File: config.mk
export PLATFORM = sky130hd
export DESIGN_NAME = scope_capture_trigger_mapper
export DESIGN_NICKNAME = d
export VERILOG_FILES = /design/src/hdl/sctm_pkg.sv /design/src/hdl/sctm_dp.sv /design/src/hdl/sctm_ctrl.sv /design/src/hdl/scope_capture_trigger_mapper.sv
export SDC_FILE = /design/constraint.sdc
export NUM_CORES = 2
export LEC_CHECK = 0
export BUFFER_PORTS_ARGS = -buffer_cell sky130_fd_sc_hd__clkbuf_2
export CAP_MARGIN = 0
export CORE_UTILIZATION = 60
export CTS_CLUSTER_DIAMETER = 80
export DETAILED_ROUTE_END_ITERATION = 10
export PLACE_DENSITY = 0.76
export SLEW_MARGIN = 20
export SYNTH_ARGS = -nofsm -noshare
export SYNTH_HDL_FRONTEND = slang
export SYNTH_SLANG_ARGS = --single-unit
File: constraint.sdc
create_clock -name clock -period 9.7 [get_ports clock]
set_input_delay 1.94 -clock clock [delete_from_list [all_inputs] [get_ports clock]]
set_output_delay 1.94 -clock clock [all_outputs]
set_load 0.1 [all_outputs]
File: src/hdl/sctm_pkg.sv
package sctm_pkg;

   localparam int DEFAULT_CAPTURE_DEPTH = 320;

   localparam int SAMPLE_W = 12;
   localparam int COLUMN_W = 9;
   localparam int VSCALE_W = 6;
   localparam int TSCALE_W = 5;
   localparam int ROW_W    = 8;
   localparam int TRIG_W   = 8;
   localparam int CSR_IDX_W  = 1;
   localparam int CSR_DATA_W = 6;

   localparam logic [SAMPLE_W-1:0] MID_SCALE  = 12'd2048;
   localparam logic [SAMPLE_W-1:0] FULL_SCALE = 12'd4095;
   localparam logic [ROW_W-1:0]    ROW_CENTER = 8'd120;
   localparam logic [ROW_W-1:0]    ROW_MIN    = 8'd2;
   localparam logic [ROW_W-1:0]    ROW_MAX    = 8'd237;

   localparam logic [VSCALE_W-1:0] VSCALE_RESET = 6'd5;
   localparam logic [TSCALE_W-1:0] TSCALE_RESET = 5'd1;

   // divide by 85 as multiply by rounded-up reciprocal, exact for 17-bit magnitudes
   localparam int GAIN_DIVISOR = 85;
   localparam int RECIP_SHIFT  = 24;
   localparam int RECIP_W      = 18;
   localparam logic [RECIP_W-1:0] GAIN_RECIP =
      RECIP_W'((2**RECIP_SHIFT + GAIN_DIVISOR - 1) / GAIN_DIVISOR);

   localparam int PROD_W = 20;   // signed (sample - mid) * vscale
   localparam int MAG_W  = 17;
   localparam int QUOT_W = 11;

   typedef enum logic {
      FUNC_LOAD = 1'b0,
      FUNC_READ = 1'b1
   } func_type;

   typedef enum logic [CSR_IDX_W-1:0] {
      CSR_VSCALE = 1'b0,
      CSR_TSCALE = 1'b1
   } csr_index_type;

   typedef enum logic [2:0] {
      ST_IDLE,
      ST_LOAD,
      ST_MUL,
      ST_MOD,
      ST_MEM,
      ST_SCALE,
      ST_DIV,
      ST_OUT
   } state_type;

   typedef struct packed {
      logic capture;
      logic load;
      logic mul;
      logic mod_step;
      logic mem_rd;
      logic scale;
      logic div;
      logic out_write;
   } cmd_type;

   typedef struct packed {
      logic mod_last;
      logic rsp_busy;
   } status_type;

endpackage

File: src/hdl/sctm_dp.sv
module sctm_dp
   import sctm_pkg::*;
#(
   parameter int CAPTURE_DEPTH = DEFAULT_CAPTURE_DEPTH
) (
   input  logic                  clock,
   input  logic                  reset,
   input  cmd_type               cmd,
   output status_type            status,
   input  logic                  rsp_valid,
   input  logic                  rsp_stall,
   input  logic                  req_func,
   input  logic [SAMPLE_W-1:0]   req_sample,
   input  logic [COLUMN_W-1:0]   req_column,
   input  logic                  csr_write,
   input  logic [CSR_IDX_W-1:0]  csr_index,
   input  logic [CSR_DATA_W-1:0] csr_wdata,
   output logic [ROW_W-1:0]      rsp_row,
   output logic [TRIG_W-1:0]     rsp_trigger_at,
   output logic [SAMPLE_W-1:0]   rsp_peak_high,
   output logic [SAMPLE_W-1:0]   rsp_peak_low,
   output logic                  rsp_frame_done
);

   localparam int AW     = $clog2(CAPTURE_DEPTH);
   localparam int IW     = $clog2(CAPTURE_DEPTH + 1);
   localparam int TW     = $clog2(CAPTURE_DEPTH / 2);
   localparam int MW     = COLUMN_W + TSCALE_W;
   localparam int SUM_W  = ((MW > TW) ? MW : TW) + 1;
   localparam int QW     = SUM_W - AW + 1;
   // modulo by the depth as multiply by rounded-up reciprocal, exact for SUM_W-bit sums
   localparam int MOD_SHIFT = SUM_W + AW;
   localparam int MOD_RW    = SUM_W + 1;
   localparam int MP_W      = SUM_W + MOD_RW;
   localparam logic [MOD_RW-1:0] MOD_RECIP =
      MOD_RW'((2**MOD_SHIFT + CAPTURE_DEPTH - 1) / CAPTURE_DEPTH);

   logic [SAMPLE_W-1:0] store [CAPTURE_DEPTH];

   logic                func_ff;
   logic [SAMPLE_W-1:0] sample_ff;
   logic [COLUMN_W-1:0] column_ff;
   logic [VSCALE_W-1:0] vscale_ff;
   logic [TSCALE_W-1:0] tscale_ff;

   logic [IW-1:0]       widx_ff, widx_in;
   logic [SAMPLE_W-1:0] prev_ff;
   logic [TW-1:0]       trig_ff, trig_in;
   logic                found_ff, found_in;
   logic [SAMPLE_W-1:0] max_ff, max_in;
   logic [SAMPLE_W-1:0] min_ff, min_in;
   logic                done_ff, done_in;

   logic [SUM_W-1:0]    rem_ff, rem_in;
   logic [QW-1:0]       mq_ff, mq_in;
   logic                cnt_ff;
   logic [SAMPLE_W-1:0] rd_ff;
   logic signed [PROD_W-1:0] prod_ff, prod_in;
   logic [QUOT_W-1:0]   quot_ff, quot_in;
   logic                neg_ff;

   logic [ROW_W-1:0]    row_ff;
   logic [TRIG_W-1:0]   trig_at_ff;
   logic [SAMPLE_W-1:0] high_ff, low_ff;
   logic                fdone_ff;

   // frame bookkeeping for a load, with a new frame started after a full one
   logic [IW-1:0]       cur_idx;
   logic [TW-1:0]       cur_trig;
   logic                cur_found;
   logic [SAMPLE_W-1:0] cur_max, cur_min;
   logic                hit;

   always_comb begin
      cur_idx   = done_ff ? '0 : widx_ff;
      cur_trig  = done_ff ? '0 : trig_ff;
      cur_found = done_ff ? 1'b0 : found_ff;
      cur_max   = done_ff ? '0 : max_ff;
      cur_min   = done_ff ? FULL_SCALE : min_ff;
      hit = !cur_found && (cur_idx != '0) && (cur_idx < IW'(CAPTURE_DEPTH / 2)) &&
            (prev_ff < MID_SCALE) && (sample_ff >= MID_SCALE);
      widx_in  = cur_idx + IW'(1);
      done_in  = (cur_idx == IW'(CAPTURE_DEPTH - 1));
      max_in   = (sample_ff > cur_max) ? sample_ff : cur_max;
      min_in   = (sample_ff < cur_min) ? sample_ff : cur_min;
      found_in = cur_found | hit;
      trig_in  = hit ? cur_idx[TW-1:0] : cur_trig;
   end

   // read address: reciprocal multiply for the quotient, then subtract it out
   logic [SUM_W-1:0] sum_val;
   logic [MP_W-1:0]  mod_prod;
   assign sum_val  = SUM_W'(column_ff) * SUM_W'(tscale_ff) + SUM_W'(trig_ff);
   assign mod_prod = MP_W'(rem_ff) * MP_W'(MOD_RECIP);
   assign mq_in    = mod_prod[MOD_SHIFT +: QW];
   assign rem_in   = rem_ff - SUM_W'(mq_ff) * SUM_W'(CAPTURE_DEPTH);

   // gain stage
   logic signed [SAMPLE_W:0] diff;
   logic signed [VSCALE_W:0] vsc;
   assign diff    = $signed({1'b0, rd_ff}) - $signed({1'b0, MID_SCALE});
   assign vsc     = $signed({1'b0, vscale_ff});
   assign prod_in = diff * vsc;

   logic [PROD_W-1:0]          mag_full;
   logic [MAG_W-1:0]           mag;
   logic [MAG_W+RECIP_W-1:0]   recip_prod;
   assign mag_full   = prod_ff[PROD_W-1] ? PROD_W'(-prod_ff) : PROD_W'(prod_ff);
   assign mag        = mag_full[MAG_W-1:0];
   assign recip_prod = (MAG_W+RECIP_W)'(mag) * (MAG_W+RECIP_W)'(GAIN_RECIP);
   assign quot_in    = recip_prod[RECIP_SHIFT +: QUOT_W];

   // row = 120 - signed quotient, clamped
   logic [ROW_W-1:0] row_calc;
   always_comb begin
      if (neg_ff) begin
         if (quot_ff > QUOT_W'(ROW_MAX - ROW_CENTER)) row_calc = ROW_MAX;
         else row_calc = ROW_CENTER + quot_ff[ROW_W-1:0];
      end else begin
         if (quot_ff > QUOT_W'(ROW_CENTER - ROW_MIN)) row_calc = ROW_MIN;
         else row_calc = ROW_CENTER - quot_ff[ROW_W-1:0];
      end
   end

   logic [TW+TRIG_W-1:0] trig_ext;
   assign trig_ext = (TW+TRIG_W)'(trig_ff);

   always_ff @(posedge clock) begin
      if (reset) begin
         vscale_ff <= VSCALE_RESET;
         tscale_ff <= TSCALE_RESET;
      end else if (csr_write) begin
         case (csr_index)
            CSR_VSCALE: vscale_ff <= csr_wdata[VSCALE_W-1:0];
            CSR_TSCALE: tscale_ff <= csr_wdata[TSCALE_W-1:0];
            default: ;
         endcase
      end
   end

   always_ff @(posedge clock) begin
      if (reset) begin
         widx_ff  <= '0;
         prev_ff  <= '0;
         trig_ff  <= '0;
         found_ff <= 1'b0;
         max_ff   <= '0;
         min_ff   <= FULL_SCALE;
         done_ff  <= 1'b0;
      end else if (cmd.load) begin
         widx_ff  <= widx_in;
         prev_ff  <= sample_ff;
         trig_ff  <= trig_in;
         found_ff <= found_in;
         max_ff   <= max_in;
         min_ff   <= min_in;
         done_ff  <= done_in;
      end
   end

   always_ff @(posedge clock) begin
      if (cmd.load) store[cur_idx[AW-1:0]] <= sample_ff;
      if (cmd.mem_rd) rd_ff <= store[rem_ff[AW-1:0]];
   end

   always_ff @(posedge clock) begin
      if (cmd.capture) begin
         func_ff   <= req_func;
         sample_ff <= req_sample;
         column_ff <= req_column;
      end
      // first modulo step takes the quotient, the second the remainder
      if (cmd.mul) begin
         rem_ff <= sum_val;
         cnt_ff <= 1'b1;
      end else if (cmd.mod_step) begin
         if (cnt_ff) mq_ff <= mq_in;
         else rem_ff <= rem_in;
         cnt_ff <= 1'b0;
      end
      if (cmd.scale) prod_ff <= prod_in;
      if (cmd.div) begin
         quot_ff <= quot_in;
         neg_ff  <= prod_ff[PROD_W-1];
      end
      if (cmd.out_write) begin
         row_ff     <= (func_ff == FUNC_READ) ? row_calc : ROW_MIN;
         trig_at_ff <= trig_ext[TRIG_W-1:0];
         high_ff    <= max_ff;
         low_ff     <= min_ff;
         fdone_ff   <= done_ff;
      end
   end

   assign status.mod_last = !cnt_ff;
   assign status.rsp_busy = rsp_valid & rsp_stall;

   assign rsp_row        = row_ff;
   assign rsp_trigger_at = trig_at_ff;
   assign rsp_peak_high  = high_ff;
   assign rsp_peak_low   = low_ff;
   assign rsp_frame_done = fdone_ff;

`ifndef NO_ASSERTIONS
   a_rem_reduced: assert property (@(posedge clock) disable iff (reset)
      cmd.mem_rd |-> (rem_ff < SUM_W'(CAPTURE_DEPTH)))
      else $error("read address not reduced below capture depth");

   a_trig_window: assert property (@(posedge clock) disable iff (reset)
      found_ff |-> (trig_ff != '0 && IW'(trig_ff) < IW'(CAPTURE_DEPTH / 2)))
      else $error("trigger index outside search window");

   a_done_full: assert property (@(posedge clock) disable iff (reset)
      done_ff |-> (widx_ff == IW'(CAPTURE_DEPTH)))
      else $error("frame marked done before store is full");
`endif

endmodule

File: src/hdl/sctm_ctrl.sv
module sctm_ctrl
   import sctm_pkg::*;
(
   input  logic       clock,
   input  logic       reset,
   input  logic       req_valid,
   input  logic       req_func,
   output logic       req_stall,
   output logic       rsp_valid,
   input  logic       rsp_stall,
   input  status_type status,
   output cmd_type    cmd
);

   state_type state_ff, state_in;
   logic      rsp_valid_ff, rsp_valid_in;
   logic      accept;

   assign accept = req_valid && (state_ff == ST_IDLE);

   always_comb begin
      state_in = state_ff;
      case (state_ff)
         ST_IDLE:  if (accept) state_in = (req_func == FUNC_READ) ? ST_MUL : ST_LOAD;
         ST_LOAD:  state_in = ST_OUT;
         ST_MUL:   state_in = ST_MOD;
         ST_MOD:   if (status.mod_last) state_in = ST_MEM;
         ST_MEM:   state_in = ST_SCALE;
         ST_SCALE: state_in = ST_DIV;
         ST_DIV:   state_in = ST_OUT;
         ST_OUT:   if (!status.rsp_busy) state_in = ST_IDLE;
         default:  state_in = ST_IDLE;
      endcase
   end

   always_comb begin
      cmd = '0;
      case (state_ff)
         ST_IDLE:  cmd.capture   = accept;
         ST_LOAD:  cmd.load      = 1'b1;
         ST_MUL:   cmd.mul       = 1'b1;
         ST_MOD:   cmd.mod_step  = 1'b1;
         ST_MEM:   cmd.mem_rd    = 1'b1;
         ST_SCALE: cmd.scale     = 1'b1;
         ST_DIV:   cmd.div       = 1'b1;
         ST_OUT:   cmd.out_write = !status.rsp_busy;
         default:  cmd = '0;
      endcase
   end

   assign rsp_valid_in = cmd.out_write | (rsp_valid_ff & rsp_stall);

   always_ff @(posedge clock) begin
      if (reset) begin
         state_ff     <= ST_IDLE;
         rsp_valid_ff <= 1'b0;
      end else begin
         state_ff     <= state_in;
         rsp_valid_ff <= rsp_valid_in;
      end
   end

   assign req_stall = (state_ff != ST_IDLE);
   assign rsp_valid = rsp_valid_ff;

`ifndef NO_ASSERTIONS
   a_accept_dispatch: assert property (@(posedge clock) disable iff (reset)
      (req_valid && !req_stall) |=> (state_ff == ST_LOAD || state_ff == ST_MUL))
      else $error("accepted item not dispatched");

   a_no_overwrite: assert property (@(posedge clock) disable iff (reset)
      cmd.out_write |-> (!rsp_valid_ff || !rsp_stall))
      else $error("result register overwritten while held");

   a_mod_hold: assert property (@(posedge clock) disable iff (reset)
      (state_ff == ST_MOD && !status.mod_last) |=> (state_ff == ST_MOD))
      else $error("modulo unit left early");

   a_rsp_source: assert property (@(posedge clock) disable iff (reset)
      $rose(rsp_valid_ff) |-> $past(state_ff == ST_OUT))
      else $error("result raised outside output state");
`endif

endmodule

File: src/hdl/scope_capture_trigger_mapper.sv
// load item: accept, store the sample and update frame stats, then register the result
// read item: accept, address product, reciprocal modulo (quotient, then remainder),
//   memory read, gain and divide, then register the result; no new item until back in idle
// a stalled result holds the next item in the output state until the result is taken
// synchronous active-high reset clears control, frame stats and scale registers; the sample
//   memory is not cleared and reads of unwritten entries are undefined
module scope_capture_trigger_mapper
   import sctm_pkg::*;
#(
   parameter int CAPTURE_DEPTH = DEFAULT_CAPTURE_DEPTH
) (
   input  logic                  clock,
   input  logic                  reset,
   input  logic                  req_valid,
   output logic                  req_stall,
   input  logic                  req_func,
   input  logic [SAMPLE_W-1:0]   req_sample,
   input  logic [COLUMN_W-1:0]   req_column,
   output logic                  rsp_valid,
   input  logic                  rsp_stall,
   output logic [ROW_W-1:0]      rsp_row,
   output logic [TRIG_W-1:0]     rsp_trigger_at,
   output logic [SAMPLE_W-1:0]   rsp_peak_high,
   output logic [SAMPLE_W-1:0]   rsp_peak_low,
   output logic                  rsp_frame_done,
   input  logic                  csr_write,
   input  logic [CSR_IDX_W-1:0]  csr_index,
   input  logic [CSR_DATA_W-1:0] csr_wdata
);

   cmd_type    cmd;
   status_type status;

   sctm_ctrl u_ctrl (
      .clock     (clock),
      .reset     (reset),
      .req_valid (req_valid),
      .req_func  (req_func),
      .req_stall (req_stall),
      .rsp_valid (rsp_valid),
      .rsp_stall (rsp_stall),
      .status    (status),
      .cmd       (cmd)
   );

   sctm_dp #(
      .CAPTURE_DEPTH (CAPTURE_DEPTH)
   ) u_dp (
      .clock          (clock),
      .reset          (reset),
      .cmd            (cmd),
      .status         (status),
      .rsp_valid      (rsp_valid),
      .rsp_stall      (rsp_stall),
      .req_func       (req_func),
      .req_sample     (req_sample),
      .req_column     (req_column),
      .csr_write      (csr_write),
      .csr_index      (csr_index),
      .csr_wdata      (csr_wdata),
      .rsp_row        (rsp_row),
      .rsp_trigger_at (rsp_trigger_at),
      .rsp_peak_high  (rsp_peak_high),
      .rsp_peak_low   (rsp_peak_low),
      .rsp_frame_done (rsp_frame_done)
   );

endmodule
; ---- Yosys cells after proc, flatten, opt, wreduce, memory -nomap -nowiden
; Memory sizes are Yosys's and may differ from the RTL's. A register that Yosys moved wholly into a read port is not among the register bits.
; Index checks and enable logic that the tools add are counted.
[totals]
reg_bits = 188
ram_bits = 3840
input_bits = 34
output_inout_bits = 43
word_cells = 111
mem_count = 1
[op_classes]
addsub = 7
multipliers = 5
order_cmp = 7
n_eq_ne = 12
mux = 30
n_bitwise = 5
reduce_logical = 19
[mem_list]
columns = name, words, word_bits, rd, rd_ports_with_merged_regs, write_ports, line
row1 = u_dp.store, 320, 12, 1, 1, 1, sctm_dp.sv:38  ; logic [SAMPLE_W-1:0] store [CAPTURE_DEPTH];
[ops]
columns = op, count
row1 = 12-bit 2-to-1 mux, 4
row2 = 15-bit 2-to-1 mux, 3
row3 = 8-bit 2-to-1 mux, 5
row4 = 17-bit by 16-bit multiplier with 33-bit output (second input constant), 1
row5 = 15-bit by 16-bit multiplier with 31-bit output (second input constant), 1
row6 = 11-bit by 7-bit greater-than comparator with 1-bit output (second input constant), 2
row7 = 3-bit case mux with 7 select lines, 1
row8 = 13-bit by 7-bit multiplier with 20-bit output, 1
row9 = 17-bit 2-to-1 mux, 1
row10 = 17-bit negator, 1
row11 = 14-bit by 8-bit adder with 15-bit output, 1
row12 = 15-bit subtractor, 1
row13 = 9-bit by 5-bit multiplier with 14-bit output, 1
row14 = 12-bit by 12-bit subtractor with 13-bit output (second input constant), 1
row15 = 3-bit == test (second input constant), 4
row16 = 12-bit greater-or-equal comparator (second input constant), 1
row17 = 12-bit greater-than comparator, 1
row18 = 12-bit < comparator, 1
row19 = 12-bit < comparator (second input constant), 1
row20 = 1-bit 2-to-1 mux, 11
row21 = 9-bit by 1-bit adder with 9-bit output (second input constant), 1
row22 = 9-bit == test (second input constant), 1
row23 = 9-bit by 8-bit < comparator with 1-bit output (second input constant), 1
row24 = 7-bit by 3-bit multiplier with 9-bit output (second input constant), 1
row25 = 21 further kinds, 38

; ---- Depth between registers and ports, before layout
[depth]
word_depth = 8
ltp_mapped = 26
ltp_nobuf = 24

; ---- Cells and area by module
; A second synthesis with hierarchy kept.
[hier_totals]
hier_cells = 7622
area_unflattened_um2 = 165419.9
[modules_own_cells]
columns = module, n_inst, cells_per_inst, area_per_inst_um2, seq_area_each_um2
row1 = sctm_dp, 1, 7591, 165122.1, 120245.3
row2 = sctm_ctrl, 1, 31, 297.8, 80.1

; ---- Least setup slack after synthesis
; OpenSTA, ideal clock, no wires.
[synth_path]
path_kind = reg2reg
start = register u_dp.rem_ff[4]
end = register u_dp.mq_ff[6], data pin
setup_ns = 0.259
t_arrival_ns = 6.862
required_ns = 9.441
slack_ns = 2.578
stages_incl_launch_ff = 23
path_buffers = 4
period_less_slack_ns = 7.122
cell_sequence = edfxtp_1 > clkinv_1 > buf_2 > buf_2 > buf_2 > buf_1 > ha_1 > fa_1 > fa_1 > fa_1 > inv_1 > fa_1 > fa_1 > ha_1 > a21o_1 > a21o_1 > a311o_1 > a211oi_1 > o21ai_0 > o41ai_1 > o21ai_0 > a21oi_1 > xnor2_1
[synth_via]
elab_chain_len = 1
[synth_lines]
columns = item, line
row1 = from (decl), sctm_dp.sv:54  ; logic [SUM_W-1:0] rem_ff, rem_in;
row2 = from (signal assigned), sctm_dp.sv:174  ; rem_ff <= sum_val;
row3 = from (signal assigned), sctm_dp.sv:178  ; else rem_ff <= rem_in;
row4 = 15-bit by 16-bit multiplier with 31-bit output, sctm_dp.sv:94  ; assign mod_prod = MP_W'(rem_ff) * MP_W'(MOD_RECIP);
row5 = net u_dp.mod_prod[30], sctm_dp.sv:92  ; logic [MP_W-1:0] mod_prod;
row6 = to (signal assigned), sctm_dp.sv:177  ; if (cnt_ff) mq_ff <= mq_in;
row7 = to (decl), sctm_dp.sv:55  ; logic [QW-1:0] mq_ff, mq_in;
; The timed path passes the listed nets, and every way through them passes these cells.
; A chain may end at the register's enable or synchronous reset.

; ---- Final worst setup path
[layout_path]
start = register u_dp.prod_ff[0]
end = register u_dp.quot_ff[10], data pin
[layout_via]
elab_chain_len = 3
[layout_lines]
columns = item, line
row1 = from (decl), sctm_dp.sv:58  ; logic signed [PROD_W-1:0] prod_ff, prod_in;
row2 = from (signal assigned), sctm_dp.sv:181  ; if (cmd.scale) prod_ff <= prod_in;
row3 = 17-bit negator, sctm_dp.sv:108  ; assign mag_full = prod_ff[PROD_W-1] ? PROD_W'(-prod_ff) : PROD_W'(prod_ff);
row4 = 17-bit 2-to-1 mux *, sctm_dp.sv:108
row5 = 17-bit by 16-bit multiplier with 33-bit output *, sctm_dp.sv:110  ; assign recip_prod = (MAG_W+RECIP_W)'(mag) * (MAG_W+RECIP_W)'(GAIN_RECIP);
row6 = net u_dp.recip_prod[34], sctm_dp.sv:107  ; logic [MAG_W+RECIP_W-1:0] recip_prod;
row7 = to (signal assigned), sctm_dp.sv:183  ; quot_ff <= quot_in;
row8 = to (decl), sctm_dp.sv:59  ; logic [QUOT_W-1:0] quot_ff, quot_in;
; The timed path passes the listed nets; every way through them passes the cells marked *.

==> impl_metrics.toml <==
[synthesis]
synth-async-reset-ratio_pct = 0
synth_most_common_cell = "edfxtp_1"
synth_area_um2 = 165500
synthFlopType = "edfxtp_1"
synthTopCellsByCount = "edfxtp_1 (3967), mux4_2 (1266), nor2_1 (438), ha_1 (342), inv_1 (295)"
synthesis.nets = 8237
synth_cell_types = 64
synth_seq_cells = 4027
syn_area_per_cell_um2 = 21.51
ys_seq_area_share_pct = 72.71
yosysWarnings = 0
synth-edff-count = 3967
yosysTopAreaCell = "edfxtp_1"
synth.area.top_cells = "edfxtp_1 (72%), mux4_2 (17%), ha_1 (2.6%), fa_1 (2.0%), nor2_1 (0.99%)"
synthCells = 7694
synth_top_area_share_pct = 71.98

[clock_tree]
htreeDepth = 5
cts_buffer_depth = 4
root_buffer = "clkbuf_16"
postCtsHoldBufs = 0
cts_tree = "built"
cts_setup_buffers = 0
cts_sinks = 4027
cts_buffers = 392
clk_pin_slew_ns = 0.06
clk_latency_ns = 0.97
postCtsResizedCells = 0

[global_routing]
antenna_found_initial = 34
track_usage_pct = 29.39
grt_overflow = 0
grt_pass1_vias = 81980
grt_max_degree = 253
grt_pass1_wl_mm = 583.9

[critical_path]
r2r_end = "u_dp.quot_ff[10]$_DFFE_PN_"
end_kind = "flip-flop"
critPathMaxFanout = 5
worstPathArrival_ns = 7.88
cp_data_required_time_ns = 10.39
r2r_slack_ns = 2.51
critPathKind = "reg2reg"
ff2ff_path_depth = 23
regToRegStartpoint = "u_dp.prod_ff[0]$_DFFE_PP_"
start_kind = "flip-flop"

[routing]
drtAntennaViolNets = 0
vias_per_cell = 6.775
drc = 0
vias = 80705
drt_pre_antenna_iters = 6
detail_route.wl_per_cell_um = 34.00
drt_first_iter_violations = 11413
routed_wl_mm = 405.0

[layout]
drive_gt1_share_pct = 28.39
area_growth_syn_to_layout_pct = 11.10
final-instance-count-excl-fill = 11912
nets = 8537

[hold_path]
holdPathStages = 2
hp-start = "u_dp.prev_ff[11]$_SDFFE_PP0P_"
min_to = "u_dp.prev_ff[11]$_SDFFE_PP0P_"
hold_class = "reg2reg"

[sta]
setup_slack_ns = 2.505
timing.fmax_mhz = 139.0
fin_crit_ns = 7.195
rsz0062_at_grt = "no"
setup_violations = 0
slew_headroom_pct = 18.78
finalSetupTns_ns = 0
fin_crit_sh_pct = 74.17
fin_skew_ns = 0.05325
final-hold-violation-count = 0
slew_violations = 0
worst_pin_slew_ns = 1.217
whs_ns = 0.4617

[placed_design]
port_buffers = 76
dpl_worst_slack_ns = 2.508
gp_congestion = 0.8465
dp_cells = 11187
place_hpwl_mm = 230.3

[run]
maxCapViolations = 0

[floorplanning]
coreArea_um2 = 273900
fp.dieH_um = 527.2
initial_core_util_pct = 60.43
die_area_um2 = 277900
rows = 192
die_x_um = 527.2
io_pins = 77

[run_status]
status = "finished, final reports clean"

[power_and_ir_drop]
report.power.total_w = 0.04788
ir_drop_mv = 0.6377
powerDensity_nw_per_um2 = 260.4
leakagePower_nw = 59.48
## flip-flops by register name, summed over array words and instances (netlist names), 3 cells and up
register	cells
u_dp.rsp_peak_low	12
u_dp.column_ff	9
u_dp.quot_ff	11
u_ctrl.state_ff	3
u_dp.trig_ff	8
u_dp.rsp_peak_high	12
u_dp.mq_ff	7
u_dp.min_ff	12
u_dp.rd_ff	12
u_dp.max_ff	12
u_dp.prod_ff	18
u_dp.rem_ff	15
u_dp.tscale_ff	5
u_dp.rsp_row	8
u_dp.rsp_trigger_at	8
u_dp.vscale_ff	6
u_dp.sample_ff	12
u_dp.widx_ff	9
u_dp.store	3840
## cell type report
class | instances | area [um2]
antenna | 7 | 17.52
multi-input combinational | 2991 | 43200
clock buffer | 477 | 10230
sequential | 4027 | 120300
timing repair buffer | 284 | 2152
tap | 3589 | 4491
clock inverter | 239 | 2313
fill | 16378 | 90010
inverter | 298 | 1129
## how the worst max path moves through the flow
stage	from	to	slack, ns	cells past startpoint
after global routing	u_dp.prod_ff[0]$_DFFE_PP_	u_dp.quot_ff[10]$_DFFE_PN_	2.01	23
after CTS	u_dp.prod_ff[0]$_DFFE_PP_	u_dp.quot_ff[10]$_DFFE_PN_	2.51	23
after floorplan	u_dp.rem_ff[4]$_DFFE_PP_	u_dp.mq_ff[6]$_DFFE_PP_	2.58	22
after detailed placement	u_dp.prod_ff[0]$_DFFE_PP_	u_dp.quot_ff[10]$_DFFE_PN_	2.51	23
final	u_dp.prod_ff[0]$_DFFE_PP_	u_dp.quot_ff[10]$_DFFE_PN_	2.51	23
after global placement	u_dp.prod_ff[0]$_DFFE_PP_	u_dp.quot_ff[10]$_DFFE_PN_	2.61	23
## critical path, stage by stage (launching register included)
cell and delay (ns):
edfxtp_1 0.46, inv_1 0.12, ha_1 0.24, nand2b_1 0.14
or4b_2 0.67, or3_1 0.38, o31ai_1 0.25, xnor2_1 0.29
inv_1 0.18, fa_1 0.53, fa_1 0.51, inv_1 0.04
ha_1 0.26, ha_1 0.28, ha_1 0.31, a21oi_1 0.14
o21ai_0 0.15, a211oi_1 0.25, a21oi_1 0.16, o22a_1 0.26
a41o_1 0.30, o41ai_1 0.67, nor2_1 0.11, a211o_1 0.26
## cell usage in the layout, fill, tap and decap left out, drive strengths merged, types with 6 or more instances in the layout
cell,count
a211oi,17
a21boi,7
a21o,23
a21oi,72
a22oi,13
a31oi,9
and2,75
and3,9
buf,208
bufinv,34
clkbuf,553
clkinv,176
clkinvlp,12
dfxtp,60
diode,7
edfxtp,3967
fa,167
ha,342
inv,315
mux2,11
mux2i,19
mux4,1266
nand2,175
nand2b,11
nand3,44
nand4,8
nor2,438
nor2b,33
nor3,26
o211ai,6
o21a,10
o21ai,61
o31ai,7
or2,6
or3,7
xnor2,49
xor2,26
## report_power, final
group	total (W)	leakage, nW	internal, W	switching, W
Combinational	0.0128	17.2	0.00549	0.00730
Clock	0.0150	6.13	0.00845	0.00659
Sequential	0.0200	36.2	0.0198	0.000210
## cells by family (layout without fill, tap and decap cells)
family | count (synthesis) | after routing | synth area share, %
AO/OA/AOI/OAI | 260 | 260 | 0.9965
XOR/XNOR | 75 | 75 | 0.3969
buffers and inverters | 676 | 1298 | 1.622
other | 0 | 7 | 0
AND/OR/NAND/NOR | 851 | 851 | 2.254
adder cells (fa/ha/maj) | 509 | 509 | 4.606
multiplexers | 1296 | 1296 | 17.42
flip-flops | 4027 | 4027 | 72.71
## metrics by stage
stage | util [%] | instance area, um2
3_3_place_gp | 62.35 | 170700
2_1_floorplan | - | 165500
4_1_cts | 67.00 | 183500
6_report | 67.14 | 183900
3_5_place_dp | 62.42 | 170900
5_1_grt | 67.13 | 183800
## metal layers
| metal | part of all wire (%) | track usage [%] | vias up | wire length, um |
|---|---|---|---|---|
| met5 | 0.039 | 0 | - | 159 |
| met3 | 10 | 5.704 | 832 | 41100 |
| met1 | 36 | 40.18 | 42531 | 146900 |
| met2 | 49 | 47.57 | 5114 | 199700 |
| li1 | - | - | 32208 | - |
| met4 | 4.2 | 11.11 | 20 | 17180 |
No activity file was read; power rests on OpenSTA's default activity.
